### config.mk
export PLATFORM = sky130hd
export DESIGN_NAME = aam_mid_queue
export DESIGN_NICKNAME = d
export VERILOG_FILES = /design/src/sv/aam_pkg.sv /design/src/sv/aam_mid_queue.sv
export SDC_FILE = /design/constraint.sdc
export NUM_CORES = 1
export LEC_CHECK = 0
export ABC_AREA = 1
export BUFFER_PORTS_ARGS = -buffer_cell sky130_fd_sc_hd__buf_2
export CAP_MARGIN = 20
export CORE_MARGIN = 4
export CORE_UTILIZATION = 45
export DETAILED_ROUTE_END_ITERATION = 8
export SLEW_MARGIN = 30
export SYNTH_ARGS = -nofsm -noshare
export SYNTH_HDL_FRONTEND = slang
export SYNTH_SLANG_ARGS = --single-unit
### constraint.sdc
create_clock -name clk -period 8.6 [get_ports clk]
set_input_delay 1.72 -clock clk [delete_from_list [all_inputs] [get_ports clk]]
set_output_delay 1.72 -clock clk [all_outputs]
set_load 0.01 [all_outputs]
### src/sv/aam_pkg.sv
// ============================================================================
// aam_pkg
// Shared constants and types for the streaming argmax-along-axis block.
// ============================================================================
`default_nettype none

package aam_pkg;

    localparam int DATA_W     = 32;
    localparam int INNER_MAX  = 1024;
    localparam int AXIS_MAX   = 65536;
    localparam int SLOT_W     = $clog2(INNER_MAX);
    localparam int AXIS_W     = $clog2(AXIS_MAX);
    localparam int ALEN_W     = AXIS_W + 1;
    localparam int ILEN_W     = SLOT_W + 1;

    localparam int CFG_IDX_W  = 2;
    localparam int CFG_DATA_W = ALEN_W;

    localparam logic [CFG_IDX_W-1:0] REG_AXIS_LENGTH  = 2'd0;
    localparam logic [CFG_IDX_W-1:0] REG_INNER_STRIDE = 2'd1;
    localparam logic [CFG_IDX_W-1:0] REG_SIGNED_MODE  = 2'd2;

    localparam int MQ_DEPTH   = 4;
    localparam int MQ_PTR_W   = $clog2(MQ_DEPTH);
    localparam int MQ_CNT_W   = $clog2(MQ_DEPTH + 1);

    localparam int OQ_DEPTH   = 4;
    localparam int OQ_PTR_W   = $clog2(OQ_DEPTH);
    localparam int OQ_CNT_W   = $clog2(OQ_DEPTH + 1);

    typedef struct packed {
        logic [DATA_W-1:0] value;
        logic [SLOT_W-1:0] slot;
        logic [AXIS_W-1:0] axis;
        logic              first;
        logic              last;
        logic              slice_end;
    } item_t;

    typedef struct packed {
        logic [AXIS_W-1:0] index;
        logic [DATA_W-1:0] value;
        logic              slice_end;
    } result_t;

    typedef struct packed {
        logic                busy;
        logic [OQ_CNT_W-1:0] oq_count;
    } bk_status_t;

endpackage

`default_nettype wire

### src/sv/aam_mid_queue.sv
// ============================================================================
// aam_mid_queue
// Short queue of classified words between front and back.
// ============================================================================
`default_nettype none

module aam_mid_queue
(
    input  wire logic           clk,
    input  wire logic           rst_n,
    input  wire logic           push,
    input  wire aam_pkg::item_t push_item,
    output logic                full,
    output logic                valid,
    output aam_pkg::item_t      head,
    input  wire logic           pop
);

    aam_pkg::item_t                 q_mem [aam_pkg::MQ_DEPTH];
    logic [aam_pkg::MQ_PTR_W-1:0]   wr_ptr_reg, wr_ptr_next;
    logic [aam_pkg::MQ_PTR_W-1:0]   rd_ptr_reg, rd_ptr_next;
    logic [aam_pkg::MQ_CNT_W-1:0]   count_reg, count_next;
    logic                           do_push;
    logic                           do_pop;

    assign full    = (count_reg == aam_pkg::MQ_CNT_W'(aam_pkg::MQ_DEPTH));
    assign valid   = (count_reg != '0);
    assign do_push = push && !full;
    assign do_pop  = pop && valid;
    assign head    = q_mem[rd_ptr_reg];

    always_comb
    begin
        wr_ptr_next = wr_ptr_reg;
        rd_ptr_next = rd_ptr_reg;
        count_next  = count_reg;
        if (do_push)
            wr_ptr_next = (wr_ptr_reg == aam_pkg::MQ_PTR_W'(aam_pkg::MQ_DEPTH - 1))
                          ? '0 : wr_ptr_reg + 1'b1;
        if (do_pop)
            rd_ptr_next = (rd_ptr_reg == aam_pkg::MQ_PTR_W'(aam_pkg::MQ_DEPTH - 1))
                          ? '0 : rd_ptr_reg + 1'b1;
        if (do_push && !do_pop)
            count_next = count_reg + 1'b1;
        else if (do_pop && !do_push)
            count_next = count_reg - 1'b1;
    end

    always_ff @(posedge clk or negedge rst_n)
    begin
        if (!rst_n)
        begin
            wr_ptr_reg <= '0;
            rd_ptr_reg <= '0;
            count_reg  <= '0;
        end
        else
        begin
            wr_ptr_reg <= wr_ptr_next;
            rd_ptr_reg <= rd_ptr_next;
            count_reg  <= count_next;
        end
    end

    always_ff @(posedge clk)
    begin
        if (do_push)
            q_mem[wr_ptr_reg] <= push_item;
    end

endmodule

`default_nettype wire

==> results.txt, run 1 <==
The cts-stage hold buffer count came out at 0. Static timing analysis puts the maximum clock frequency at roughly 230 MHz. Hold timing on the final database bottoms out at a slack of ~0.50 ns.

The number of gates resized after CTS came out at 0. The tightest slew margin relative to the limit is 37.2%. In this run the worst hold path is classified as flop to flop. The die is between 150 and 200 um tall. The cell at the root of the clock tree is sky130_fd_sc_hd__clkbuf_16. The largest net degree at the start of global routing came out at 104. The number of setup violations in the final report came out at 0.

The via count normalized by instance count came out at 4.94. The number of buffers added by the clock tree synthesis step came out at 26. The final design instance area without fill is roughly 12,000 sq um. The count of buffers added on input and output ports is approximately 130. The most repeated cell in the gate-level netlist after synthesis is sky130_fd_sc_hd__edfxtp_1. The number of flip-flops under the largest register name is ~240.

The violation count after the first detailed-routing iteration is between 300 and 400. For the worst setup path, the data required time is 6.88 ns. The share of post-route cells with drive strength above 1 is 19.2%. The worst-case clock skew came out at roughly 0.0077 ns. Setup repair after global routing left no endpoint under its margin. The total count of max-transition violations in the final report came out at 0. The die width came out at between 150 and 200 um. Routability-driven placement finished with a final weighted congestion of 0.718.

The initial utilization of the core area, before any placement, comes to between 40% and 50%. The initial antenna violation count came out at 3. The via count of the first global-routing pass came out at 5,657.

The routed wire length came out at 19,100 um. The setup path with the least slack is of type flop to primary output. In this run the worst path has a maximum fanout of 80. The post-synthesis average cell area came out at about 13 sq um. VDD sags by at most ~0.00020 V. The maximum clock path buffer count is 3. The clock transition time at the flip-flop clock pins of the worst setup and hold paths came out at 0.05 ns. The sequential area share after synthesis came out at 74.5%. The top-area cell type share of the netlist area is 72.8%. The placeable core region is 21,900 sq um.

The critical path capture point type is a primary output. The worst setup path is launched from a flop. The shortest clock period the worst path allows after layout is approximately 4.3 ns. 0 antenna diodes ended up in the layout. The placed instance area is 10,900 sq um. The H-tree depth is 1. The most common flop cell mapped by yosys is sky130_fd_sc_hd__edfxtp_1.

The number of max-cap violations is 0. After floorplanning, the core was divided into 54 placement rows. The first-pass GRT wire length is about 30,000 um. The routed wirelength normalized by instance count came out at 16.1 um. The total I/O pin count came out at about 130. The final critical-path share of the clock period came out at 50.2%. The remaining antenna violation count is 0. The routed layout has 5,882 vias. The net count of the finished layout is roughly 970. Counting stages on the worst path, the most repeated cell is sky130_fd_sc_hd__nand2_1.

The gate count of the mapped netlist is 771. The number of synthesized flops with an enable pin is 244. By area the synthesized netlist is led by sky130_fd_sc_hd__edfxtp_1 (73%), sky130_fd_sc_hd__o211ai_1 (9.1%), sky130_fd_sc_hd__nand2_1 (7.4%). Post-CTS timing repair inserted 0 buffers for setup.

The total die area is roughly 25,000 sq um. The total overflow left after global routing is 0. The slowest stage of the critical path belongs to the cell sky130_fd_sc_hd__dfrtp_4. Synthesis instantiated 15 different standard cells from the library. For this run, the total global-route usage over all layers was measured as approximately 15%.

The signal on the critical path passes through buf_4 > nand2_1 > o211ai_1 > nand2_1 > buf_2. The share of flip-flops with an asynchronous set or reset came out at between 2 and 3%. At the pin with the least slew margin, the transition time is 0.942 ns. The number of storage elements in the synthesis netlist is 251. The sink count of the clock tree is ~250. The post-synth design cell area came out at 10,100 sq um. Cells fill 53.8% of the core in the end. For the worst-skew pair, the clock arrives at the later sink with an insertion delay of 0.51 ns.

The flow ran to the end, and the final reports show no timing, DRC or antenna violations. The number of optimization iterations in the first detailed-route pass came out at 4. The layout-stage area growth over the synthesis result came out at 17.0%. The largest area contributor in the netlist is sky130_fd_sc_hd__edfxtp_1. On the worst path, the slowest cell contributes a delay of 0.86 ns.

The final-report hold violation count came to 0. Sorting the synthesized cells by how often they occur yields sky130_fd_sc_hd__edfxtp_1 (244), sky130_fd_sc_hd__nand2_1 (198), sky130_fd_sc_hd__inv_1 (136), sky130_fd_sc_hd__o211ai_1 (122), sky130_fd_sc_hd__buf_2 (33). Summed over all nets, the half-perimeter wirelength after detailed placement is about 11,000 um. The remaining design rule violation count is 0. The data arrival time of the worst path is around 2.6 ns. OpenSTA, run right after detailed placement, puts the worst setup slack at about 4.6 ns.

TritonCTS built the clock tree. The post-layout worst setup margin is around 4.3 ns. Summed over all failing endpoints, the final setup total negative slack is 0 ns. The count of yosys warnings during synthesis came out at 0.

When the netlist entered floorplanning its net count stood at ~840. Power spread over the standard cell area amounts to 343 nW/um^2. The leakage component of the power is 4.69 nW.
==> metrics by stage <==
| step | total power (W) | instances |
|---|---|---|
| after detailed placement | 0.00302 | 1146 |
| after floorplan | 0.00257 | 771 |
| after global routing | 0.00431 | 1191 |
| after global placement | 0.00300 | 1146 |
| after CTS | 0.00410 | 1191 |
| final | 0.00403 | 1191 |
==> final cells by class <==
cell class | instances | area (sq um)
Fill cell | 1853 | 10100
Sequential cell | 251 | 7510
Multi-Input combinational cell | 343 | 1860
Timing Repair Buffer | 135 | 707
Clock buffer | 31 | 691
Inverter | 137 | 514
Tap cell | 280 | 350
Clock inverter | 14 | 141
==> cells by family (layout without fill, tap and decap cells) <==
| family | after synthesis | after routing | share of synthesized area, % |
|---|---|---|---|
| AOI/OAI and AO/OA | 123 | 123 | 9.15 |
| xor gates and xnor gates | 1 | 1 | 0.0870 |
| adders and majority gates | 7 | 7 | 0.945 |
| buffers and inverters | 177 | 317 | 7.27 |
| DFF | 251 | 251 | 74.5 |
| and+or+nand+nor | 212 | 212 | 8.02 |
==> per-layer routing <==
layer	global-route usage (%)	up-vias	wire length, um
met5	0	-	34
met4	3.93	6	316
met3	3.55	32	1080
met2	26.7	117	9620
met1	19.5	2813	8080
li1	-	2914	-
==> critical path, delay by kind of cell (launching register included) <==
kind	cells	cell delay (ns)
buf+inv	2	0.87
simple gates	2	0.23
compound gates	1	0.10
flops	1	0.86
==> worst paths after layout <==
check	startpoint	endpoint	slack, ns	depth (start not counted)
max	rd_ptr_reg[0]	head[11]	4.28	5
min	count_reg[2]	count_reg[2]	0.50	2
max reg2reg	count_reg[0]	q_mem[2][37]	6.10	5
min reg2reg	count_reg[2]	count_reg[2]	0.50	2
max in group asynchronous	rst_n	rd_ptr_reg[0]	7.38	1
min in group asynchronous	rst_n	count_reg[2]	1.04	1
==> report_power, final <==
part | switching (W) | leakage, nW | internal (W)
combinational | 0.000830 | 1.97 | 0.000418
sequential | 0.0000982 | 2.32 | 0.00161
clock | 0.000421 | 0.401 | 0.000657
==> cells in the final DEF, fill, tap and decap left out, types with 3 or more instances in the layout <==
cell type	count
sky130_fd_sc_hd__edfxtp_1	244
sky130_fd_sc_hd__nand2_1	198
sky130_fd_sc_hd__inv_1	136
sky130_fd_sc_hd__buf_2	127
sky130_fd_sc_hd__o211ai_1	122
sky130_fd_sc_hd__clkbuf_16	27
sky130_fd_sc_hd__clkinv_1	8
sky130_fd_sc_hd__nand3_1	7
sky130_fd_sc_hd__ha_1	6
sky130_fd_sc_hd__dfrtp_1	5
sky130_fd_sc_hd__buf_4	5
sky130_fd_sc_hd__nor2_4	4
sky130_fd_sc_hd__clkbuf_1	4
sky130_fd_sc_hd__bufinv_16	3
sky130_fd_sc_hd__buf_6	3
No activity file was read; power rests on OpenSTA's default activity.
==> inputs of run 2 (changes only) <==
==> constraint.sdc (replaced) <==
create_clock -name clk -period 4.3 [get_ports clk]
set_input_delay 0.86 -clock clk [delete_from_list [all_inputs] [get_ports clk]]
set_output_delay 0.86 -clock clk [all_outputs]
set_load 0.01 [all_outputs]
==> run 2 against run 1 <==
Against the previous run:
- register-to-register slack got worse by 4.2 ns
- critical endpoint is now head[55]
- critical path depth unchanged
- non-clock buffer count rose by 2
- highest routed layer unchanged
- wire length decreased by 1.8%
- combinational power increased by 100%
- hold slack got worse by 0.32 ns
- design area rose by 0.16%
- global-route usage is 0.24 points lower
==> results.txt, run 2 (synthesized netlist as in run 1, its figures left out) <==
Among all stages on the critical path, the largest delay is contributed by sky130_fd_sc_hd__dfrtp_4. The sum of net half-perimeters after detailed placement is 11,100 um (+3.0%). Leaving out fill and tap cells, the most frequent cell in the layout is sky130_fd_sc_hd__edfxtp_1.

The last weighted congestion value of the routability-driven placer was 0.738 (+2.9%). The startpoint kind of the worst setup timing path is a flop. The stage delay of the slowest cell on the critical path was 0.95 ns (+0.09 ns).

The count of input and output buffers is 127 (unchanged). The path type of the worst setup path is flop to primary output. The placeable core region is 21,900 sq um (unchanged). The final layout net count is 968 (+0.21%). Leaving out fill and tap cells, the most frequent cells in the layout are sky130_fd_sc_hd__edfxtp_1 (244), sky130_fd_sc_hd__nand2_1 (198), sky130_fd_sc_hd__inv_1 (136), sky130_fd_sc_hd__buf_2 (127), sky130_fd_sc_hd__o211ai_1 (122). The largest voltage drop on the vdd net came out at 0.000327 V (+60%).

The via count of the first global-routing pass is 5,682 (+0.44%). The setup TNS after final layout is 0 ns (unchanged). Among the stages of the critical path, the cell type that occurs most often is sky130_fd_sc_hd__nand2_1. TritonCTS built the clock tree. The initial standard-cell utilization of the core is 46.0% (unchanged). The fmax came out at roughly 310 MHz.

The critical path capture point type is a primary output. The cts-stage hold buffer count came out at 0 (unchanged). The number of setup violations in the final report came out at 0 (unchanged).

The tightest slew margin relative to the limit is 40.2% (+3.0 points). The final design instance area without fill is 11,800 sq um (+0.16%). The maximum clock path buffer count is 3 (unchanged).

The routed wirelength normalized by instance count is 15.7 um (-2.2%). The post-layout worst setup margin came out at 1.10 ns (-3.18 ns). In this run the worst setup path begins at rd_ptr_reg[0]. The global router's overall resource usage came out at 15.1% (-0.24 points). The number of flip-flops under the largest register name came out at 244 (unchanged). The number of max-cap violations is 0 (unchanged). The routed wire length is 18,800 um (-1.8%). The leakage component of the power came out at 4.70 nW (+0.19%).

The total grt overflow came out at 0 (unchanged). The post-placement setup slack is 1.51 ns (-3.10 ns). The initial antenna violation count is 2 (-1).

The critical path goes through buf_12 > nand2_1 > o211ai_1 > nand2_1 > buf_2. Setup repair after global routing left no endpoint under its margin. The insertion delay of the later-clocked pin in the worst-skew pair came out at 0.51 ns (about the same). The post-CTS setup-driven buffer insertion count came out at 0 (unchanged).

The sink count of the clock tree was 251 (unchanged). The shortest clock period the worst path allows after layout came out at 3.20 ns. The share of post-route cells with drive strength above 1 was 19.6% (+0.35 points). The total number of vias is 5,838 (-0.75%). The start of the worst register-to-register path is count_reg[0]. The via count normalized by instance count is 4.88 (-1.2%).

The total I/O pin count is 128 (unchanged). The number of gates resized after CTS is 0 (unchanged). The actual slew at the worst max-slew pin is 0.897 ns (-0.0446 ns). The power consumption came out at 0.00803 W (+99%). The data arrival time of the worst path is 2.34 ns (-0.26 ns).

The root buffer cell chosen for the clock tree is sky130_fd_sc_hd__clkbuf_16. The clock transition time at the flip-flop clock pins of the worst setup and hold paths is 0.06 ns (about the same). The final critical-path share of the clock period is 74.5%. The power density normalized to cell area is 681 nW/um^2 (+99%). The die width came to 158 um (unchanged). The number of optimization iterations in the first detailed-route pass came out at 5 (+1). The worst-path maximum fanout is 87 (+8.8%). The total count of max-transition violations in the final report came out at 0 (unchanged).

The number of core rows came out at 54 (unchanged). The number of cells after detailed placement came to 1,148 (+0.17%). The H-tree depth came out at 1 (unchanged).

The worst-case clock skew came out at 0.0124 ns (+0.00470 ns). The largest net degree at the start of global routing came out at 88 (-15%). The remaining antenna violation count came out at 0 (unchanged). The flow ran to the end, and the final reports show no timing, DRC or antenna violations.

The number of buffers added by the clock tree synthesis step came out at 26 (unchanged). The height of the chip was 158 um (unchanged). The placed instance area came to 11,000 sq um (+0.60%). The required time of the critical path is 3.44 ns (-3.44 ns). The worst hold path belongs to the class primary input to async pin. The violation count after the first detailed-routing iteration was 258 (-26%). The total die area came out at 24,800 sq um (unchanged).

The final-report hold violation count is 0 (unchanged). The final non-filler cell total came out at 1,196 (+0.42%). The remaining design rule violation count is 0 (unchanged). The first-pass GRT wire length came to 29,500 um (-0.28%). The layout-stage area growth over the synthesis result came out at 17.1%.
## run 2: worst paths after layout
| check | end | slack [ns] | depth (start not counted) |
|---|---|---|---|
| worst max-delay path | head[55] | 1.10 | 5 |
| worst max register to register | q_mem[2][28] | 1.86 | 5 |
| min in group clk | count_reg[2] | 0.50 | 2 |
| worst min-delay path | count_reg[2] | 0.18 | 1 |
| worst min register to register | count_reg[2] | 0.50 | 2 |
| max in group asynchronous | rd_ptr_reg[0] | 3.94 | 1 |
## run 2: layer usage
| layer | up-vias | share of wire, % | GRT usage (%) |
|---|---|---|---|
| li1 | 2919 | - | - |
| met4 | 2 | 1.6 | 3.65 |
| met3 | 23 | 4.2 | 2.75 |
| met5 | - | 0.037 | 0 |
| met1 | 2787 | 45 | 20.1 |
| met2 | 107 | 49 | 26.0 |
## run 2: critical path, delay by kind of cell (launching register included)
family                 cells  cell delay, ns
and+or+nand+nor            2            0.20
DFF                        1            0.95
buffers and inverters      2            0.55
AOI/OAI and AO/OA          1            0.09
## run 2: cell type report
| type | count | area [sq um] |
|---|---|---|
| flip-flops and latches | 251 | 7510 |
| clock inverters | 11 | 85.1 |
| clock buffers | 36 | 709 |
| multi-input cells | 343 | 1860 |
| well taps | 280 | 350 |
| diodes | 1 | 2.50 |
| repair buffers | 137 | 761 |
| fillers | 1862 | 10100 |
| inverters | 137 | 514 |
## run 2: per-stage QoR
step,util [%],hold slack (ns)
after floorplan,-,0.463
after global placement,50.2,0.489
after detailed placement,50.2,0.494
after CTS,53.9,0.157
after global routing,53.9,0.158
final,53.9,0.177
## run 2: where the power goes
| group | internal [W] | total [W] | switching, W |
|---|---|---|---|
| logic | 0.000879 | 0.00253 | 0.00165 |
| clock network | 0.00121 | 0.00207 | 0.000859 |
| registers | 0.00321 | 0.00343 | 0.000212 |
| total | 0.00531 | 0.00803 | 0.00272 |
