==> config.mk <==
export PLATFORM = sky130hd
export DESIGN_NAME = aam_front
export DESIGN_NICKNAME = d
export VERILOG_FILES = /design/src/sv/aam_pkg.sv /design/src/sv/aam_front.sv
export SDC_FILE = /design/constraint.sdc
export NUM_CORES = 1
export LEC_CHECK = 0
export BUFFER_PORTS_ARGS = -buffer_cell sky130_fd_sc_hd__buf_2
export CAP_MARGIN = 5
export CORE_MARGIN = 5
export CORE_UTILIZATION = 30
export DETAILED_ROUTE_END_ITERATION = 10
export HOLD_SLACK_MARGIN = 0.03
export PLACE_DENSITY_LB_ADDON = 0.08
export SYNTH_ARGS = -nofsm -noshare
export SYNTH_HDL_FRONTEND = slang
export SYNTH_SLANG_ARGS = --single-unit
==> constraint.sdc <==
create_clock -name clk -period 2.2 [get_ports clk]
set_input_delay 0.44 -clock clk [delete_from_list [all_inputs] [get_ports clk]]
set_output_delay 0.44 -clock clk [all_outputs]
set_load 0.01 [all_outputs]
==> src/sv/aam_pkg.sv <==
// ============================================================================
// aam_pkg
// Shared constants and types for the streaming argmax-along-axis block.
// ============================================================================
`default_nettype none

package aam_pkg;

    localparam int DATA_W     = 32;
    localparam int INNER_MAX  = 1024;
    localparam int AXIS_MAX   = 65536;
    localparam int SLOT_W     = $clog2(INNER_MAX);
    localparam int AXIS_W     = $clog2(AXIS_MAX);
    localparam int ALEN_W     = AXIS_W + 1;
    localparam int ILEN_W     = SLOT_W + 1;

    localparam int CFG_IDX_W  = 2;
    localparam int CFG_DATA_W = ALEN_W;

    localparam logic [CFG_IDX_W-1:0] REG_AXIS_LENGTH  = 2'd0;
    localparam logic [CFG_IDX_W-1:0] REG_INNER_STRIDE = 2'd1;
    localparam logic [CFG_IDX_W-1:0] REG_SIGNED_MODE  = 2'd2;

    localparam int MQ_DEPTH   = 4;
    localparam int MQ_PTR_W   = $clog2(MQ_DEPTH);
    localparam int MQ_CNT_W   = $clog2(MQ_DEPTH + 1);

    localparam int OQ_DEPTH   = 4;
    localparam int OQ_PTR_W   = $clog2(OQ_DEPTH);
    localparam int OQ_CNT_W   = $clog2(OQ_DEPTH + 1);

    typedef struct packed {
        logic [DATA_W-1:0] value;
        logic [SLOT_W-1:0] slot;
        logic [AXIS_W-1:0] axis;
        logic              first;
        logic              last;
        logic              slice_end;
    } item_t;

    typedef struct packed {
        logic [AXIS_W-1:0] index;
        logic [DATA_W-1:0] value;
        logic              slice_end;
    } result_t;

    typedef struct packed {
        logic                busy;
        logic [OQ_CNT_W-1:0] oq_count;
    } bk_status_t;

endpackage

`default_nettype wire

==> src/sv/aam_front.sv <==
// ============================================================================
// aam_front
// Config registers, axis/inner position counters and word classification.
// ============================================================================
`default_nettype none

module aam_front
(
    input  wire logic                              clk,
    input  wire logic                              rst_n,
    input  wire logic                              cfg_we,
    input  wire logic [aam_pkg::CFG_IDX_W-1:0]     cfg_index,
    input  wire logic [aam_pkg::CFG_DATA_W-1:0]    cfg_data,
    input  wire logic                              accept,
    input  wire logic [aam_pkg::DATA_W-1:0]        element_value,
    output aam_pkg::item_t                         item,
    output logic                                   signed_mode
);

    logic [aam_pkg::AXIS_W-1:0] alen_m1_reg, alen_m1_next;
    logic [aam_pkg::SLOT_W-1:0] ilen_m1_reg, ilen_m1_next;
    logic                       signed_reg, signed_next;
    logic [aam_pkg::AXIS_W-1:0] axis_cnt_reg, axis_cnt_next;
    logic [aam_pkg::SLOT_W-1:0] inner_cnt_reg, inner_cnt_next;
    logic [aam_pkg::ALEN_W-1:0] alen_raw;
    logic [aam_pkg::ILEN_W-1:0] ilen_raw;
    logic                       cfg_hit;
    logic                       inner_wrap;
    logic                       axis_wrap;

    assign alen_raw = cfg_data;
    assign ilen_raw = cfg_data[aam_pkg::ILEN_W-1:0];

    always_comb
    begin
        alen_m1_next = alen_m1_reg;
        ilen_m1_next = ilen_m1_reg;
        signed_next  = signed_reg;
        cfg_hit      = 1'b0;
        if (cfg_we)
        begin
            case (cfg_index)
                aam_pkg::REG_AXIS_LENGTH:
                begin
                    cfg_hit = 1'b1;
                    if (alen_raw == '0)
                        alen_m1_next = '0;
                    else if (alen_raw > aam_pkg::ALEN_W'(aam_pkg::AXIS_MAX))
                        alen_m1_next = aam_pkg::AXIS_W'(aam_pkg::AXIS_MAX - 1);
                    else
                        alen_m1_next = aam_pkg::AXIS_W'(alen_raw - 1'b1);
                end
                aam_pkg::REG_INNER_STRIDE:
                begin
                    cfg_hit = 1'b1;
                    if (ilen_raw == '0)
                        ilen_m1_next = '0;
                    else if (ilen_raw > aam_pkg::ILEN_W'(aam_pkg::INNER_MAX))
                        ilen_m1_next = aam_pkg::SLOT_W'(aam_pkg::INNER_MAX - 1);
                    else
                        ilen_m1_next = aam_pkg::SLOT_W'(ilen_raw - 1'b1);
                end
                aam_pkg::REG_SIGNED_MODE:
                begin
                    cfg_hit     = 1'b1;
                    signed_next = cfg_data[0];
                end
                default:
                begin
                    cfg_hit = 1'b0;
                end
            endcase
        end
    end

    assign inner_wrap = (inner_cnt_reg == ilen_m1_reg);
    assign axis_wrap  = (axis_cnt_reg == alen_m1_reg);

    always_comb
    begin
        inner_cnt_next = inner_cnt_reg;
        axis_cnt_next  = axis_cnt_reg;
        if (cfg_hit)
        begin
            inner_cnt_next = '0;
            axis_cnt_next  = '0;
        end
        else if (accept)
        begin
            if (inner_wrap)
            begin
                inner_cnt_next = '0;
                axis_cnt_next  = axis_wrap ? '0 : axis_cnt_reg + 1'b1;
            end
            else
            begin
                inner_cnt_next = inner_cnt_reg + 1'b1;
            end
        end
    end

    always_ff @(posedge clk or negedge rst_n)
    begin
        if (!rst_n)
        begin
            alen_m1_reg   <= '0;
            ilen_m1_reg   <= '0;
            signed_reg    <= 1'b1;
            axis_cnt_reg  <= '0;
            inner_cnt_reg <= '0;
        end
        else
        begin
            alen_m1_reg   <= alen_m1_next;
            ilen_m1_reg   <= ilen_m1_next;
            signed_reg    <= signed_next;
            axis_cnt_reg  <= axis_cnt_next;
            inner_cnt_reg <= inner_cnt_next;
        end
    end

    always_comb
    begin
        item.value     = element_value;
        item.slot      = inner_cnt_reg;
        item.axis      = axis_cnt_reg;
        item.first     = (axis_cnt_reg == '0);
        item.last      = axis_wrap;
        item.slice_end = inner_wrap;
    end

    assign signed_mode = signed_reg;

endmodule

`default_nettype wire

==> results by stage, run 1 <==
Global route:
- The number of antenna violations at the first check in global routing is 0.
- For this run the aggregate overflow at the end of global routing stands at 0.
- The via count of the first global-routing pass was 3094.
- The largest net degree at the start of global routing is 33.
- The first global-routing pass estimated 17300 um of wire.
- The total routing usage reported by global routing is 14.9%.

Critical path:
- The kind of critical path is flip-flop to output port.
- The element type at the critical path end is an output port.
- The worst-path maximum fanout is 2.
- STA classifies the critical path startpoint as a flip-flop.
- For the worst setup path, the data required time is 1760 ps.
- The arrival time at the worst endpoint is 1680 ps.

Logic synthesis:
- Sorting the synthesized cells by area gives the leading types as dfrtp_1, xor2_1, buf_4.
- The sequential-to-total area share from yosys stat is 36.3%.
- The cell count after synthesis came out at 418.
- The post-synthesis average cell area is 8.76 um2.
- The prevailing post-synth register cell is dfrtp_1.
- Yosys mapped a number of flops with a built-in enable equal to 0.
- Yosys printed 0 warnings.
- The number of nets in the synthesized netlist is 478.
- The count of different cell masters after synthesis is 56.
- The top-area cell type share of the netlist area is 35.6%.
- The synthesized netlist occupies a cell area of 3660 um2.
- The share of flip-flops with an asynchronous set or reset is 100%.
- After synthesis the netlist holds a flip-flop and latch count of 53.
- The most area-hungry cell type in the Yosys netlist is dfrtp_1.

Clock network:
- The root cell of the clock tree is clkbuf_16.
- In this run the deepest clock path goes through 2 buffers.
- The number of buffers created by CTS is 5.
- The CTS tree is done.
- The post-CTS clock slew at the launch and capture registers of the worst setup and hold paths is 70 ps.
- The number of sinks on the clock net is 53.
- Clock latency on the worst-skew pair, taken at its later pin, is 290 ps.
- The clock tree synthesis step divided the H-tree into 2 levels.

STA:
- The final setup slack of the worst path is 75.1 ps.
- The worst pin sits at a relative slew slack of 44.7%.
- The minimum clock period after layout is 2120 ps.
- Setup repair after global routing could not meet its margin everywhere.
- For the pin with the worst max-slew slack, the measured transition is 818 ps.
- The number of endpoints with negative hold slack in the final report was 0.
- The final number of max-transition violations is 0.
- The ratio of final minimum period to clock period is 96.6%.
- The clock tree skew after final layout is 3.69 ps.
- Setup violations remaining at the end of the flow were counted as 0.
- The fmax is 471 MHz.

Power and ir drop:
- The power per unit of standard cell area is 601 nW/um2.
- Across the VDD grid, the largest voltage drop is 0.405 mV.
- The leakage power is 1.97 nW.

Drt:
- The wire length reported by the detailed router is 10900 um.
- The average wire per standard cell is 17.8 um.
- The detailed-route DRC error count is 0.
- The post-detailed-route via-to-cell ratio is 5.22.
- The first-pass detailed-route iteration total is 4.
- The post-route antenna net violation count is 0.
- The detailed router finished its first iteration with 215 violations.
- The routed layout has 3201 vias.

Place:
- The worst setup slack after placement is 66.2 ps.
- The placed wire-length estimate after detailed placement is 8380 um.
- The number of port buffers is 52.
- Once placement completed, the tool counted placed cells totaling 598.
- At the end of routability-driven placement, the weighted congestion stood at 0.825.

Die:
- During I/O placement, the number of pins put on the boundary was 117.
- The width of the die is 120 um.
- After floorplanning, the core was sized to cover 12000 um2.
- The floorplan has 40 rows.
- The effective utilization at floorplan is 30.6%.
- The total die area is 14500 um2.
- Measured along the y axis, the die boundary spans 120 um.

Cells and area:
- The count of cells in the finished layout, fillers not included, comes to 613.
- In the final layout, the share of cells above drive strength 1 is 27.5%.
- From synthesis to final layout, the design area changed by 18.9%.
- Fill cells in the final layout number 1255.
- The net count of the finished layout is 525.
- The antenna diode instance count is 0.

Run:
- The tool flagged a number of max-cap violations equal to 0.

Status:
- The run finished with clean final reports.

Min path:
- In this run the worst hold path is classified as input pin to async pin.
-- critical path, stage by stage (launching register included) --
cell and delay, ps:
dfrtp_2 450, xor2_4 200, nor4_4 300, buf_4 160, and3_4 180, buf_6 100
-- cell usage in the layout (no fill, tap or decap), types with 4 or more instances in the layout --
cell type	count
nor4_1	7
o31ai_1	5
nor3_1	5
ha_1	5
nand4_1	20
inv_1	8
xnor2_1	9
buf_4	42
and3_1	4
nor2_1	23
nand2b_1	7
o211ai_1	12
nand2_1	39
o21ai_0	21
a21oi_1	18
and4_1	4
mux2i_1	4
or2_2	4
clkbuf_16	5
buf_2	52
dfrtp_2	5
nand3_1	24
a22o_1	9
xor2_1	33
dfrtp_1	47
-- cell type report --
type                       instances  area (um2)  share of cell area [%]
sequential                        53        1330                    30.6
clock inverter                     1        30.0                   0.690
tap                              147         184                    4.23
multi-input combinational        299        2010                    46.2
clock buffer                       7         143                    3.28
inverter                           8        30.0                   0.690
timing repair buffer              98         619                    14.2
-- cell usage after synthesis, drive strengths merged (2+ instances only) --
| library cell | n |
|---|---|
| and3 | 5 |
| nand3b | 3 |
| ha | 5 |
| nor2 | 23 |
| or3 | 3 |
| nand2b | 7 |
| xor2 | 34 |
| and2 | 2 |
| and4 | 4 |
| or2 | 4 |
| nor3 | 5 |
| nand3 | 24 |
| nor3b | 3 |
| nor4 | 13 |
| inv | 8 |
| nand2 | 39 |
| o21ai | 22 |
| dfrtp | 52 |
| xnor2 | 9 |
| o31ai | 5 |
| buf | 40 |
| o211ai | 12 |
| o2111ai | 3 |
| clkbuf | 18 |
| a22oi | 2 |
| nand4 | 21 |
| a21oi | 18 |
| a22o | 9 |
| nor4b | 2 |
| mux2i | 4 |
-- power breakdown --
group | leakage (nW) | internal [W] | switching [W]
Sequential | 0.670 | 0.00108 | 0.0000889
Clock | 0.0841 | 0.000570 | 0.000364
Combinational | 1.22 | 0.000219 | 0.000298
-- stage by stage --
stage / cell area [um2] / util, % / TNS, ps / hold slack (ps) / power (W)
floorplan: 3660 / - / 0 / 144 / 0.00151
global placement: 4050 / 33.8 / 0 / 233 / 0.00167
detailed placement: 4050 / 33.8 / 0 / 233 / 0.00167
CTS: 4260 / 35.6 / 0 / 469 / 0.00264
global route: 4350 / 36.4 / -24.6 / 475 / 0.00276
finish: 4350 / 36.4 / 0 / 465 / 0.00262
-- what timing repair did --
item / in CTS / in global routing
hold buffers: 1 / 0
cloned: 0 / 1
hold endpoints to repair: 1 / 0
resized for setup: 6 / 10
setup endpoints to repair: 2 / 5
buffers inserted: 1 / 4
pin swaps: 1 / 5
-- metal layers --
layer  wire [um]  part of all wire, %  up-vias  track usage, %
li1            -                    -     1575               -
met1        5320                   49     1516            21.8
met2        4890                   45       99            23.4
met3         601                  5.5       11            2.25
met4         102                 0.93        0            2.97
met5           0                    0        -               0
-- logic make-up (layout without fill, tap and decap cells) --
logic type	count (synthesis)	in the layout	synth area share, %
AND/OR/NAND/NOR	162	162	24.3
XOR/XNOR	43	43	10.3
AO/OA/AOI/OAI	84	84	15.7
adder cells (fa/ha/maj)	5	5	1.71
flip-flops	53	53	36.3
buffers and inverters	66	114	10.4
multiplexers	5	5	1.40
-- final timing paths --
kind / endpoint / start / cells past startpoint / slack, ps
setup / recovery: item[0] / inner_cnt_reg[9] / 5 / 80
hold / removal: inner_cnt_reg[2] / rst_n / 2 / 460
setup reg to reg: axis_cnt_reg[11] / inner_cnt_reg[9] / 6 / 140
hold reg to reg: signed_mode / signed_mode / 2 / 500
max in group asynchronous: signed_mode / rst_n / 3 / 1120
min in group clk: signed_mode / cfg_we / 3 / 490
No activity file was read; power rests on OpenSTA's default activity.
==> run 2, diff against run 1 <==
--- a/config.mk
+++ b/config.mk
@@ -7,7 +7,6 @@
 export LEC_CHECK = 0
 export BUFFER_PORTS_ARGS = -buffer_cell sky130_fd_sc_hd__buf_2
 export CAP_MARGIN = 5
-export CORE_MARGIN = 5
 export CORE_UTILIZATION = 30
 export DETAILED_ROUTE_END_ITERATION = 10
 export HOLD_SLACK_MARGIN = 0.03
==> run 2 against run 1 <==
Against the previous run:
- critical path depth up 1
- clock skew up 2.3 ps
- sequential share of layout area up 0.23 points
- largest cell class unchanged
- clock power about the same
- critical endpoint is now item[1]
- global-route usage up 2.5 points
- maximum frequency down 1.7%
- core utilization up 0.59 points
- total power down 1.3%
- worst setup slack worse by 36 ps
- combinational power down 5.4%
- clock-buffer cell count down 1
- non-clock buffer count down 6
==> results by stage, run 2 (synthesized netlist as in run 1, its figures left out) <==
Global route:
- The via count of the first global-routing pass is 3148 (+1.7%).
- The global-route wire length before repair is 17200 um (-0.80%).
- The met3 routing resource usage after global routing is 2.97% (+0.72 points).
- The met1 demand-to-capacity share in global routing is 24.9% (+3.1 points).
- The met2 track utilization from global routing is 27.2% (+3.8 points).
- After global routing, the most crowded layer is met2.
- The total routing usage reported by global routing is 17.4% (+2.5 points).
- The largest net degree at the start of global routing came to 33 (unchanged).
- The number of antenna violations at the first check in global routing is 0 (unchanged).
- The total overflow reported by the global router came to 0 (unchanged).

Cells and area:
- The number of nets in the final layout is 519 (-1.1%).
- The count of placed standard cells in the final layout, fillers left out is 603 (-1.6%).
- The core occupancy in the finished layout is 37.0% (+0.59 points).
- The antenna diode instance count is 0 (unchanged).
- The share of final-layout standard cells stronger than drive strength 1 is 26.1% (-1.4 points).
- The leading cell type in the layout, fill and taps excluded is buf_2.
- The final cell area excluding filler cells was 4310 um2 (-0.92%).
- The library cells used most frequently in the layout, excluding fill and tap cells, are buf_2, dfrtp_1, nand2_1, buf_4, xor2_1.
- From synthesis to final layout, the design area changed by 17.8%.

STA:
- The minimum hold slack is 122 ps (-343 ps).
- The measured slew at the worst slew-check pin was 777 ps (-41.1 ps).
- The relative slew slack was 47.5% (+2.8 points).
- The number of endpoints with negative hold slack in the final report is 0 (unchanged).
- The fmax is 463 MHz (-1.7%).
- The ratio of final minimum period to clock period is 98.2% (+1.6 points).
- The minimum clock period after layout is 2160 ps (+36.1 ps).
- The clock tree skew after final layout came to 5.98 ps (+2.29 ps).
- Setup repair after global routing could not meet its margin everywhere.
- The final number of max-transition violations is 0 (unchanged).
- The number of setup violations in the final report is 0 (unchanged).

Place:
- The global placer's final weighted congestion is 0.817 (-0.99%).
- The number of placed cells counting well taps is 591 (-1.2%).
- The number of port buffers is 52 (unchanged).
- The total cell area at the placement stage was 4050 um2 (about the same).
- The placed wire-length estimate after detailed placement came to 8010 um (-4.5%).

Clock network:
- The number of buffers created by CTS was 5 (unchanged).
- The root cell of the clock tree is clkbuf_16.
- The H-tree depth reported by CTS is 2 (unchanged).
- The largest buffer count on any clock path is 2 (unchanged).
- The post-CTS clock slew at the launch and capture registers of the worst setup and hold paths was 70 ps (about the same).
- The clock network latency to the later pin of the worst-skew pair is 290 ps (about the same).
- The CTS tree is done.
- The number of hold buffers added after cts was 0 (-1).
- The number of sinks on the clock net was 53 (unchanged).

Power and ir drop:
- The share of power burned in the clock network was 36.2% (+0.5 points).
- The power per unit of standard cell area was 598 nW/um2 (-0.42%).
- The leakage power was 1.97 nW (-0.21%).
- The switching share of total power came to 28.4% (-0.36 points).
- The peak supply drop came to 0.257 mV (-36%).
- The switching power summed over all nets is 0.000732 W (-2.6%).
- The part of the power in combinational logic is 18.9% (-0.9 points).
- The total chip power is 0.00258 W (-1.3%).
- The cell internal power dissipation is 0.00185 W (-0.84%).
- The register share of total power is 44.9% (+0.4 points).

Critical path:
- The critical path is of the flip-flop to output port type.
- The critical path required time is 1760 ps (about the same).
- In this run the critical register-to-register path is captured at axis_cnt_reg[13].
- The register-to-register path setup slack is 170 ps (+30 ps).
- The cell depth of the worst flop-to-flop path is 6 (unchanged).
- The worst-path maximum fanout is 8 (+6).
- The signal on the critical path passes through xor2_1 -> nor4_1 -> nand4_1 -> buf_12 -> clkinv_4 -> buf_6.
- The startpoint class of the critical path is a flip-flop.
- The worst setup path is captured at an output port.
- The arrival time at the worst endpoint is 1720 ps (+40 ps).
- The start of the worst register-to-register path is inner_cnt_reg[7].
- The maximum cell stage delay along the critical path is 480 ps (+30 ps).
- The largest individual stage delay along the critical path comes from the cell dfrtp_2.

Die:
- The total die area is 12600 um2 (-13%).
- The effective utilization at floorplan is 31.4% (+0.78 points).
- The number of placement rows was 39 (-2.5%).
- The width of the die is 112 um (-6.6%).
- The placeable core region is 11700 um2 (-2.5%).
- The die span in y is 112 um (-6.6%).
- The I/O pin count was 117 (unchanged).

Run:
- The count of maximum capacitance violations is 0 (unchanged).

Status:
- The flow ran to the end, and the final reports show no timing, DRC or antenna violations.

Drt:
- The starting DRC count in detailed routing is 192 (-11%).
- The vias after detailed routing is 3111 (-2.8%).
- The detailed-route DRC error count is 0 (unchanged).
- The post-route antenna net violation count came to 0 (unchanged).
- The first-pass detailed-route iteration total is 4 (unchanged).
- The wire length reported by the detailed router is 10400 um (-4.5%).
- The post-detailed-route via-to-cell ratio is 5.16 (-1.2%).
- The average wire per standard cell is 17.3 um (-2.9%).

Min path:
- The min-delay analysis places its worst path in the category input pin to async pin.
[run 2: repair_timing]
item                                    CTS  global route
endpoints found under the setup margin    2             4
gates resized for setup                   4             6
pin swaps                                 3             4
setup buffers                             2             1
cloned                                    1             0
[run 2: area by class of cell]
cell class	instances	area, um2
Fill cell	1213	7350
Multi-Input combinational cell	299	1970
Sequential cell	53	1330
Timing Repair Buffer	92	617
Tap cell	143	179
Clock buffer	6	139
Clock inverter	2	37.5
Inverter	8	35.0
[run 2: stage by stage]
step / TNS, ps / setup slack (ps)
detailed placement: 0 / 56.3
CTS: 0 / 0.440
global placement: 0 / 13.4
floorplan: 0 / 192
finish: 0 / 39.0
global route: -47.3 / -47.3
[run 2: worst max-delay path, delay by kind of cell, from the launching register on]
family	cells	cell delay, ps
XOR/XNOR	1	170
AND/OR/NAND/NOR	2	470
flip-flops	1	480
buffers and inverters	3	300
[run 2: power groups by stage]
stage	registers (W)	clock network [W]	logic [W]
detailed placement	0.00118	0	0.000479
CTS	0.00116	0.000962	0.000481
floorplan	0.00116	0	0.000350
finish	0.00116	0.000933	0.000489
global route	0.00118	0.000998	0.000557
global placement	0.00118	0	0.000478
[run 2: worst max path at each step]
stage	from	to	slack (ps)
floorplan	axis_cnt_reg[3]	item[1]	190
detailed placement	cfg_data[2]	alen_m1_reg[7]	60
global placement	cfg_data[2]	alen_m1_reg[7]	10
global route	axis_cnt_reg[3]	item[1]	-50
finish	axis_cnt_reg[0]	item[1]	40
CTS	axis_cnt_reg[7]	item[1]	0.4
[run 2: metal layers]
metal | up-vias | wire length (um)
li1 | 1562 | -
met1 | 1466 | 5350
met2 | 71 | 4600
met3 | 12 | 346
met4 | 0 | 129
met5 | - | 0
==> run 3, diff against run 2 <==
--- a/config.mk
+++ b/config.mk
@@ -7,7 +7,7 @@
 export LEC_CHECK = 0
 export BUFFER_PORTS_ARGS = -buffer_cell sky130_fd_sc_hd__buf_2
 export CAP_MARGIN = 5
-export CORE_UTILIZATION = 30
+export CORE_UTILIZATION = 42
 export DETAILED_ROUTE_END_ITERATION = 10
 export HOLD_SLACK_MARGIN = 0.03
 export PLACE_DENSITY_LB_ADDON = 0.08
==> run 3 against run 2 <==
Against the previous run:
- via count is 2.0% higher
- clock skew increased by 4.6 ps
- clock power down 24%
- sequential power is essentially flat
- routed wire length shrank 7.6%
- register-to-register slack worse by 50 ps
==> results by stage, run 3 (synthesized netlist as in run 1, its figures left out) <==
Global route:
- The total overflow reported by the global router is 0 (unchanged).
- The number of antenna violations at the first check in global routing is 0 (unchanged).
- The via count of the first global-routing pass came to 2978 (-5.4%).
- The largest net degree at the start of global routing is 54 (+64%).
- The total routing usage reported by global routing is 22.5% (+5.0 points).
- The met2 track utilization from global routing is 33.9% (+6.7 points).
- The met3 routing resource usage after global routing is 3.03% (+0.061 points).
- The global-route wire length before repair came to 15600 um (-9.3%).
- The met1 demand-to-capacity share in global routing is 33.0% (+8.1 points).
- The layer with the highest usage after global routing is met2.

STA:
- The final setup slack of the worst path came to 37.2 ps (-1.84 ps).
- The sum of negative setup slack was 0 ps (unchanged).
- The measured slew at the worst slew-check pin was 801 ps (+24.1 ps).
- The final number of max-transition violations came to 0 (unchanged).
- The minimum clock period after layout is 2160 ps (+1.84 ps).
- The fmax is 462 MHz (about the same).
- Setup repair after global routing could not meet its margin everywhere.
- The number of endpoints with negative hold slack in the final report is 0 (unchanged).
- The number of setup violations in the final report came to 0 (unchanged).
- The clock tree skew after final layout is 10.6 ps (+4.57 ps).
- The relative slew slack is 45.9% (-1.6 points).
- The ratio of final minimum period to clock period was 98.3% (about the same).

Clock network:
- The number of sinks on the clock net is 53 (unchanged).
- The root cell of the clock tree is clkbuf_8.
- The largest buffer count on any clock path was 2 (unchanged).
- The H-tree depth reported by CTS was 2 (unchanged).
- The clock network latency to the later pin of the worst-skew pair is 310 ps (+20 ps).
- The number of hold buffers added after cts came to 0 (unchanged).
- TritonCTS built the clock tree.
- The post-CTS clock slew at the launch and capture registers of the worst setup and hold paths was 110 ps (+40 ps).
- The number of buffers created by CTS is 5 (unchanged).

Cells and area:
- The number of nets in the final layout is 523 (+0.77%).
- The library cell used most frequently in the layout, excluding fill and tap cells, is buf_2.
- The count of placed standard cells in the final layout, fillers left out came to 569 (-5.6%).
- The number of fill cells in the layout is 805 (-34%).
- The top cell types in the final layout, fill and taps aside, are buf_2, dfrtp_1, buf_4, nand2_1, xor2_1.
- The total area of multi-input combinational cells is 2010 um2 (+1.6%).
- From synthesis to final layout, the design area changed by 16.0%.
- The antenna diode instance count is 0 (unchanged).
- The area taken by flip-flops and latches is 1330 um2 (unchanged).
- The share of final-layout standard cells stronger than drive strength 1 is 27.2% (+1.1 points).

Place:
- The placed wire-length estimate after detailed placement is 7210 um (-9.9%).
- The global placer's final weighted congestion came to 0.876 (+7.3%).
- The worst setup slack after placement is 95.2 ps (+38.9 ps).
- The number of placed cells counting well taps is 553 (-6.4%).
- The number of port buffers is 52 (unchanged).

Drt:
- The average wire per standard cell was 16.9 um (-2.1%).
- The starting DRC count in detailed routing is 107 (-44%).
- The vias after detailed routing came to 3174 (+2.0%).
- The post-route antenna net violation count is 0 (unchanged).
- The detailed-route DRC error count is 0 (unchanged).
- The post-detailed-route via-to-cell ratio is 5.58 (+8.1%).
- The first-pass detailed-route iteration total is 4 (unchanged).
- The wire length reported by the detailed router is 9630 um (-7.6%).

Power and ir drop:
- The peak supply drop is 0.280 mV (+8.8%).
- The total chip power is 0.00236 W (-8.5%).
- The leakage power was 1.95 nW (-0.83%).
- The power per unit of standard cell area was 556 nW/um2 (-7.1%).

Critical path:
- The worst setup path is of the flip-flop to output port kind.
- The worst-path maximum fanout is 5 (-3).
- STA classifies the critical path startpoint as a flip-flop.
- The arrival time at the worst endpoint is 1720 ps (about the same).
- The critical path required time is 1760 ps (about the same).
- The element type at the critical path end is an output port.

Die:
- The width of the die came to 95.3 um (-15%).
- The total die area is 9090 um2 (-28%).
- The die span in y is 95.3 um (-15%).
- The number of placement rows came to 33 (-15%).
- The I/O pin count is 117 (unchanged).
- The effective utilization at floorplan was 43.9% (+12 points).
- The placeable core region is 8340 um2 (-28%).

Run:
- The count of maximum capacitance violations came to 0 (unchanged).

Min path:
- The class of the tightest hold or removal check is input pin to async pin.

Status:
- The flow ran to the end, and the final reports show no timing, DRC or antenna violations.
-- run 3: changes by cell type in the layout (fill, tap and decap cells not counted), sizes merged --
cell,delta
buf,+5
bufbuf,-1
-- run 3: where the power goes --
group / internal, W / switching (W) / total, W
Combinational: 0.000208 / 0.000281 / 0.000489
Sequential: 0.00108 / 0.0000882 / 0.00116
Clock: 0.000371 / 0.000339 / 0.000709
Total: 0.00165 / 0.000708 / 0.00236
-- run 3: final cells by class --
| type | count | area share, % |
|---|---|---|
| flip-flops and latches | 53 | 31.3 |
| inverters | 8 | 0.825 |
| repair buffers | 96 | 14.6 |
| clock buffers | 6 | 1.94 |
| multi-input cells | 299 | 47.3 |
| clock inverters | 2 | 0.884 |
| well taps | 105 | 3.09 |
-- run 3: per-stage QoR --
step | instance area [um2] | hold slack, ps | util, %
after detailed placement | 4000 | 459 | 47.9
after floorplan | 3660 | 144 | -
after CTS | 4200 | 118 | 50.3
after global routing | 4250 | 120 | 50.9
final | 4250 | 110 | 50.9
after global placement | 4000 | 460 | 47.9
-- run 3: timing repair --
item | in CTS | in global routing
setup buffers | 5 | 3
pin swaps | 4 | 8
endpoints found under the setup margin | 2 | 14
gates cloned | 1 | 0
resized for setup | 4 | 10
-- run 3: worst paths after layout --
| kind | slack (ps) | endpoint | startpoint | depth (start not counted) |
|---|---|---|---|---|
| min in group clk | 440 | signed_mode | cfg_we | 3 |
| max in group asynchronous | 1790 | signed_mode | rst_n | 2 |
| worst min-delay path | 110 | axis_cnt_reg[3] | rst_n | 2 |
| worst min register to register | 500 | signed_mode | signed_mode | 2 |
| worst max register to register | 120 | axis_cnt_reg[14] | axis_cnt_reg[4] | 7 |
| worst max-delay path | 40 | item[2] | axis_cnt_reg[4] | 5 |
-- run 3: metal layers --
layer	routed length, um	vias up
met5	0	-
met2	4320	89
met3	478	24
met1	4640	1488
li1	-	1573
met4	195	0
-- run 3: critical path, cell delays in order (launching register included) --
cell,delay (ps)
dfrtp_2,460
buf_4,160
buf_4,150
nor4_4,270
and4_1,240
buf_2,140
